**src/rtl/core/trae_pkg.sv**
```systemverilog
package trae_pkg;

  // opcodes of the instruction field
  localparam logic [3:0] OP_CLEAR  = 4'd0;
  localparam logic [3:0] OP_LOAD   = 4'd1;
  localparam logic [3:0] OP_MOVE   = 4'd2;
  localparam logic [3:0] OP_ADD    = 4'd3;
  localparam logic [3:0] OP_ADD3   = 4'd4;
  localparam logic [3:0] OP_SUB    = 4'd5;
  localparam logic [3:0] OP_SUB3   = 4'd6;
  localparam logic [3:0] OP_SQUARE = 4'd7;
  localparam logic [3:0] OP_ROOT   = 4'd8;

  typedef struct packed {
    logic [3:0]         opcode;
    logic [2:0]         first_reg;
    logic [2:0]         second_reg;
    logic [2:0]         third_reg;
    logic signed [31:0] immediate;
    logic [1:0]         operand_count;
  } instr_t;

  typedef struct packed {
    logic [2:0]         changed_register;
    logic signed [31:0] new_value;
    logic               did_write;
  } result_t;

  typedef enum logic [2:0] {
    S_IDLE,
    S_READ_A,
    S_READ_B,
    S_LOAD,
    S_EXEC,
    S_SQUARE,
    S_ROOT,
    S_DONE
  } state_t;

endpackage

```
**src/rtl/core/trae_ram.sv**
```systemverilog
module trae_ram
  import trae_pkg::*;
#(
  parameter int WIDTH = 32,
  parameter int DEPTH = 8
) (
  input  logic                     clk,
  input  logic                     we,
  input  logic [$clog2(DEPTH)-1:0] waddr,
  input  logic [WIDTH-1:0]         wdata,
  input  logic [$clog2(DEPTH)-1:0] raddr,
  output logic [WIDTH-1:0]         rdata
);

  logic [WIDTH-1:0] mem [DEPTH];

  always_ff @(posedge clk) begin
    if (we) begin
      mem[waddr] <= wdata;
    end
    rdata <= mem[raddr];
  end

endmodule

```
**src/rtl/core/toy_register_alu_execute_top.sv**
```systemverilog
// channel | direction | handshake                   | payload
// instr   | in        | instr_valid / instr_ready   | instr_t  (one decoded instruction)
// result  | out       | result_valid / result_ready | result_t (register written, new value)
//
// an item passes idle, read, load, execute, done; a square or the root of a non-negative value
// loops in S_SQUARE or S_ROOT; the shared adder does one radix-4 digit or one root bit a cycle
// the register file is read through one registered port, operands one after the other
// synchronous reset clears the per-register valid bits, so every register reads as zero
// a result held in the output register does not stop the next item from being taken;
// a finished item waits in its last state only while the output register is still full

module toy_register_alu_execute_top
  import trae_pkg::*;
#(
  parameter int NUM_REGS   = 8,
  parameter int DATA_WIDTH = 32
) (
  input  logic    clk,
  input  logic    rst,
  input  logic    instr_valid,
  output logic    instr_ready,
  input  instr_t  instr,
  output logic    result_valid,
  input  logic    result_ready,
  output result_t result
);

  localparam int W  = DATA_WIDTH;
  localparam int AW = $clog2(NUM_REGS);
  localparam int IW = (AW >= 3) ? AW + 1 : 3;   // wide enough to compare with NUM_REGS
  localparam int K  = (W + 1) / 2;               // digits of square, bits of root
  localparam int MW = 2 * K;
  localparam int CW = $clog2(K);

  state_t state, state_next;

  instr_t              item;        // instruction under way
  logic [W-1:0]        opx;         // first operand
  logic [W-1:0]        opy;         // second operand
  logic [W-1:0]        triple;      // three times the first operand
  logic [W-1:0]        work;        // square accumulator, or root remainder
  logic [MW-1:0]       mplier;      // square multiplier digits, top first
  logic [W-1:0]        root;
  logic [W-1:0]        probe;       // one-hot root trial bit
  logic [CW-1:0]       step;
  logic [W-1:0]        res_val;
  logic [NUM_REGS-1:0] written;     // register holds a written value

  // shared adder
  logic [W-1:0] add_a, add_b;
  logic         add_sub;
  logic [W:0]   add_sum;

  // register file port
  logic          ram_we;
  logic [AW-1:0] ram_raddr;
  logic [W-1:0]  ram_rdata;

  // operand and destination decode
  logic [IW-1:0] a_ext, b_ext, d_ext;
  logic [AW-1:0] a_addr, b_addr, d_addr;
  logic          a_ok, b_ok, wr_ok, known;
  logic [2:0]    dest;
  logic [63:0]   imm64, val64;
  logic          out_free;
  logic [W-1:0]  root_try;

  assign add_sum = {1'b0, add_a} + {1'b0, (add_sub ? ~add_b : add_b)} + (W+1)'(add_sub);

  always_comb begin
    case (item.opcode)
      OP_ADD3, OP_SUB3:    dest = item.third_reg;
      OP_SQUARE, OP_ROOT:  dest = (item.operand_count == 2'd1) ? item.first_reg
                                                               : item.second_reg;
      default:             dest = item.first_reg;
    endcase
  end

  assign known  = item.opcode inside {[OP_CLEAR:OP_ROOT]};
  assign a_ext  = IW'(item.first_reg);
  assign b_ext  = IW'(item.second_reg);
  assign d_ext  = IW'(dest);
  assign a_addr = a_ext[AW-1:0];
  assign b_addr = b_ext[AW-1:0];
  assign d_addr = d_ext[AW-1:0];
  // a register never written, or out of range, reads as zero
  assign a_ok   = (a_ext < IW'(NUM_REGS)) && written[a_addr];
  assign b_ok   = (b_ext < IW'(NUM_REGS)) && written[b_addr];
  assign wr_ok  = known && (d_ext < IW'(NUM_REGS));

  assign imm64    = {{32{item.immediate[31]}}, item.immediate};
  assign val64    = 64'(res_val);
  assign out_free = !result_valid || result_ready;
  assign root_try = (root >> 1) | probe;

  trae_ram #(
    .WIDTH (W),
    .DEPTH (NUM_REGS)
  ) u_regs (
    .clk   (clk),
    .we    (ram_we),
    .waddr (d_addr),
    .wdata (res_val),
    .raddr (ram_raddr),
    .rdata (ram_rdata)
  );

  // next state
  always_comb begin
    state_next = state;
    case (state)
      S_IDLE:   if (instr_valid) state_next = S_READ_A;
      S_READ_A: state_next = S_READ_B;
      S_READ_B: state_next = S_LOAD;
      S_LOAD:   state_next = S_EXEC;
      S_EXEC: begin
        if (item.opcode == OP_SQUARE) begin
          state_next = S_SQUARE;
        end else if (item.opcode == OP_ROOT && !opx[W-1]) begin
          state_next = S_ROOT;
        end else begin
          state_next = S_DONE;
        end
      end
      S_SQUARE, S_ROOT: if (step == '0) state_next = S_DONE;
      S_DONE:   if (out_free) state_next = S_IDLE;
      default:  state_next = S_IDLE;
    endcase
  end

  // control outputs and adder operands
  always_comb begin
    instr_ready = 1'b0;
    ram_we      = 1'b0;
    ram_raddr   = a_addr;
    add_a       = opx;
    add_b       = opy;
    add_sub     = 1'b0;
    case (state)
      S_IDLE:   instr_ready = 1'b1;
      S_READ_B: ram_raddr = b_addr;
      S_EXEC: begin
        if (item.opcode == OP_SUB || item.opcode == OP_SUB3) begin
          add_sub = 1'b1;
        end else if (item.opcode == OP_SQUARE) begin
          add_a = opx << 1;
          add_b = opx;
        end
      end
      S_SQUARE: begin
        add_a = work << 2;
        case (mplier[MW-1 -: 2])
          2'd0:    add_b = '0;
          2'd1:    add_b = opx;
          2'd2:    add_b = opx << 1;
          default: add_b = triple;
        endcase
      end
      S_ROOT: begin
        add_a   = work;
        add_b   = root | probe;
        add_sub = 1'b1;
      end
      S_DONE:   ram_we = out_free && wr_ok;
      default:  ;
    endcase
  end

  always_ff @(posedge clk) begin
    if (rst) begin
      state <= S_IDLE;
    end else begin
      state <= state_next;
    end
  end

  // datapath
  always_ff @(posedge clk) begin
    case (state)
      S_IDLE:   if (instr_valid) item <= instr;
      S_READ_B: opx <= a_ok ? ram_rdata : '0;
      S_LOAD:   opy <= b_ok ? ram_rdata : '0;
      S_EXEC: begin
        step <= CW'(K - 1);
        case (item.opcode)
          OP_LOAD:                         res_val <= imm64[W-1:0];
          OP_MOVE:                         res_val <= opy;
          OP_ADD, OP_ADD3, OP_SUB, OP_SUB3: res_val <= add_sum[W-1:0];
          OP_SQUARE: begin
            triple <= add_sum[W-1:0];
            work   <= '0;
            mplier <= MW'(opx);
          end
          OP_ROOT: begin
            // negative input leaves zero
            res_val <= '0;
            work    <= opx;
            root    <= '0;
            probe   <= W'(1) << (2 * K - 2);
          end
          default:                         res_val <= '0;
        endcase
      end
      S_SQUARE: begin
        work    <= add_sum[W-1:0];
        res_val <= add_sum[W-1:0];
        mplier  <= mplier << 2;
        step    <= step - 1'b1;
      end
      S_ROOT: begin
        // carry out means remainder covers the trial value
        if (add_sum[W]) begin
          work    <= add_sum[W-1:0];
          root    <= root_try;
          res_val <= root_try;
        end else begin
          root    <= root >> 1;
          res_val <= root >> 1;
        end
        probe <= probe >> 2;
        step  <= step - 1'b1;
      end
      default: ;
    endcase
  end

  // valid bits of the register file
  always_ff @(posedge clk) begin
    if (rst) begin
      written <= '0;
    end else if (ram_we) begin
      written[d_addr] <= 1'b1;
    end
  end

  // output register
  always_ff @(posedge clk) begin
    if (rst) begin
      result_valid <= 1'b0;
    end else if (state == S_DONE && out_free) begin
      result_valid <= 1'b1;
    end else if (result_ready) begin
      result_valid <= 1'b0;
    end
  end

  always_ff @(posedge clk) begin
    if (state == S_DONE && out_free) begin
      result.did_write        <= wr_ok;
      result.changed_register <= wr_ok ? dest : 3'd0;
      result.new_value        <= wr_ok ? val64[31:0] : 32'd0;
    end
  end

  a_busy_after_accept: assert property (@(posedge clk) disable iff (rst)
    instr_valid && instr_ready |=> !instr_ready)
    else $error("instruction taken while one is under way");

  a_no_write_zero: assert property (@(posedge clk) disable iff (rst)
    result_valid && !result.did_write |->
      result.changed_register == 3'd0 && result.new_value == 32'd0)
    else $error("result without a write carries a register or value");

  a_dest_in_range: assert property (@(posedge clk) disable iff (rst)
    result_valid && result.did_write |-> result.changed_register < NUM_REGS)
    else $error("write reported beyond the register file");

  a_root_probe: assert property (@(posedge clk) disable iff (rst)
    state == S_ROOT |-> $onehot(probe))
    else $error("root trial bit lost");

  a_reset_clears: assert property (@(posedge clk)
    rst |=> written == '0)
    else $error("register valid bits survive reset");

endmodule
```
**config.mk**
```make
export PLATFORM = sky130hd
export DESIGN_NAME = toy_register_alu_execute_top
export DESIGN_NICKNAME = d
export VERILOG_FILES = /design/src/rtl/core/trae_pkg.sv /design/src/rtl/core/trae_ram.sv /design/src/rtl/core/toy_register_alu_execute_top.sv
export SDC_FILE = /design/constraint.sdc
export NUM_CORES = 1
export LEC_CHECK = 0
export ABC_AREA = 0
export CAP_MARGIN = 30
export CORE_AREA = 2 2 312 314
export DETAILED_ROUTE_END_ITERATION = 10
export DIE_AREA = 0 0 314 316
export DONT_BUFFER_PORTS = 1
export MAX_ROUTING_LAYER = met4
export SYNTH_ARGS = -nofsm -noshare
export SYNTH_HDL_FRONTEND = slang
export SYNTH_HIERARCHICAL = 1
export SYNTH_SLANG_ARGS = --single-unit
```
**constraint.sdc**
```tcl
create_clock -name clk -period 9.55 [get_ports clk]
set_input_delay 1.4325 -clock clk [delete_from_list [all_inputs] [get_ports clk]]
set_output_delay 1.4325 -clock clk [all_outputs]
set_load 0.01 [all_outputs]
```
==> results.json <==
{
  "drtPass1Iterations": 8,
  "grt_use_total_pct": 16.3,
  "synth_area_leaders": "edfxtp_1 61%, mux4_1 3.7%, nand2_1 3.3%",
  "syn_area_sq_um": 28500,
  "period_needed_ns": 7.23,
  "powerDensity_nw_per_um2": 234,
  "initial_utilization_pct": 29.7,
  "cts_buffers": 60,
  "post_cts.repair.setup_buffers": 0,
  "synth_cell_types": 66,
  "cts_tree": "built",
  "end_kind": "register",
  "cts_buffer_depth": 3,
  "dp.cells": 3298,
  "synth_nets": 2196,
  "yosys.area.top_type": "edfxtp_1",
  "synth-seq-cells": 626,
  "num_vias": 18000,
  "critPathKind": "register to register",
  "start_kind": "register",
  "clkTransAtPathRegs_ns": 0.07,
  "synth-seq-area-share_pct": 64.4,
  "cts_max_level": 2,
  "final_cells": 3413,
  "yosys.area.top_type_share_pct": 61.4,
  "crit_start": "state[0]",
  "area_growth_syn_to_layout_pct": 12.9,
  "pre_cts_ws_ns": 2.60,
  "synth.most_common_cell": "edfxtp_1",
  "die_y_um": 316,
  "numClockSinks": 626,
  "ctsResizeCount": 0,
  "post_drt_wl_per_cell_um": 23.5,
  "rows": 114,
  "routed_wl_mm": 80.1,
  "fin_crit_sh_pct": 75.7,
  "final_nets": 2168,
  "layout_setup_ws_ns": 2.32,
  "clk_latency_ns": 0.65,
  "fin_skew_ns": 0.0339,
  "final_area_sq_um": 32200,
  "fp.coreArea_sq_um": 96000,
  "rsz0062_at_grt": "false",
  "die_w_um": 314,
  "ys_top_cells_by_count": "582 x edfxtp_1, 251 x nand2_1, 130 x o21ai_0",
  "async_flop_share_pct": 0,
  "overflow": 0,
  "dpl.hpwl_mm": 52.4,
  "r2r_start": "state[0]",
  "ff2ff_setup_slack_ns": 2.32,
  "tns_ns": 0,
  "relSlewSlack_pct": 28.4,
  "hold_violations": 0,
  "drv_cap": 0,
  "finalSetupViolCount": 0,
  "status": "completed",
  "synthCells": 2112,
  "worst_ep_arrival_time_ns": 7.62,
  "cts_hold_buf": 0,
  "slew_viol_final": 0,
  "ioPinCount": 89,
  "grt_pass1_wl_mm": 119,
  "die-area_sq_um": 99200,
  "postPlaceCellArea_sq_um": 30100,
  "synth_edf_count": 582,
  "gp_congestion": 0.944,
  "worstPathRequired_ns": 9.94,
  "fmax_mhz": 138,
  "grt_max_degree": 64,
  "ant_nets": 0,
  "cts_root_buf": "clkbuf_16",
  "drive_gt1_share_pct": 13.4,
  "min_from": "written[2]",
  "initialDrtViolationCount": 2101,
  "grt_pass1_vias": 17800,
  "worstMarginPinSlew_ns": 1.05,
  "antenna_found_initial": 1,
  "vdd_drop_max_v": 0.000162,
  "synth_warnings": 6,
  "syn_avg_cell_area_sq_um": 13.5,
  "hp-class": "register to register",
  "drc": 0,
  "worst-path-max-fanout": 28,
  "io_buffers": 0,
  "ys.flop_type": "edfxtp_1",
  "via_per_inst": 5.27,
  "p_leak_nw": 11.0
}
[through the flow]
step | power [mW] | hold WS (ns) | util [%]
CTS | 7.56 | 0.502 | 33.5
global route | 7.81 | 0.527 | 33.5
floorplan | 4.48 | 0.448 | -
finish | 7.53 | 0.504 | 33.5
global placement | 5.02 | 0.460 | 31.3
detailed placement | 5.03 | 0.485 | 31.3
[layout make-up]
cell class	instances	area, sq um
Tap cell	1276	1600
Fill cell	9323	63800
Antenna cell	1	2.50
Multi-Input combinational cell	1283	9460
Inverter	61	229
Clock inverter	44	498
Clock buffer	70	1590
Timing Repair Buffer	52	423
Sequential cell	626	18400
[flip-flops by register name, summed over array words and instances, names as in the netlist, 31 cells and up]
register / flops
triple: 32
opy: 32
mplier: 32
root: 31
opx: 32
u_regs/mem: 256
work: 32
u_regs/rdata: 32
result: 36
res_val: 32
imm64: 32
[report_power, final]
part | internal (mW) | switching (mW) | leakage [nW] | total [mW]
clock | 1.45 | 1.08 | 1.01 | 2.53
combinational | 0.580 | 1.02 | 4.27 | 1.60
sequential | 3.23 | 0.175 | 5.69 | 3.41
[critical path: stages (launching register included)]
cell,delay [ns]
dfxtp_1,0.78
buf_4,0.46
nor2b_1,0.10
buf_4,0.23
and2_2,0.39
nand2_1,0.19
inv_1,0.07
a2111oi_0,0.60
a21oi_1,0.16
o21ai_0,0.30
xnor2_1,0.11
ha_1,0.39
nand2_1,0.13
nor2_1,0.06
a2111oi_0,0.92
o21a_1,0.37
o21ba_2,0.20
o21a_1,0.20
o211ai_1,0.15
nand2_1,0.56
a21oi_4,0.31
buf_16,0.25
[metal layers]
metal  share of wire, %  track usage (%)  vias up  wire, um
li1                   -                -     7970         -
met1                 45             22.6     9175     35900
met2                 47             25.6      739     37400
met3                6.6             2.20      105      5310
met4                1.9             3.70        0      1520
met5                  0                -        -         0
[cells by family (layout without fill, tap and decap cells)]
| logic type | after synthesis | after routing | synth area share [%] |
|---|---|---|---|
| buffers and inverters | 203 | 227 | 2.98 |
| multiplexers | 143 | 143 | 8.82 |
| AND/OR/NAND/NOR | 585 | 585 | 9.69 |
| adder cells (fa/ha/maj) | 33 | 33 | 1.48 |
| flip-flops | 626 | 626 | 64.4 |
| AO/OA/AOI/OAI | 456 | 456 | 10.6 |
| other | 0 | 1 | 0 |
| XOR/XNOR | 66 | 66 | 2.03 |
[cells in the final DEF, fill, tap and decap left out, types with 42 or more instances in the layout]
cell	count
buf_4	50
o21ai_0	129
nor2_1	85
inv_1	59
nand2_1	249
nand3_1	43
xnor2_1	55
and2_1	42
a21oi_1	96
nor2b_1	68
a22oi_1	47
edfxtp_1	582
clkbuf_16	61
dfxtp_1	43
mux2_2	64
[path summary, 6_finish.rpt]
check                             endpoint  cells after the start
worst max register to register    work[23]                     21
worst min register to register  written[2]                      2
worst min-delay path            written[2]                      2
worst max-delay path              work[23]                     21
(Power assumes the default switching activity.)
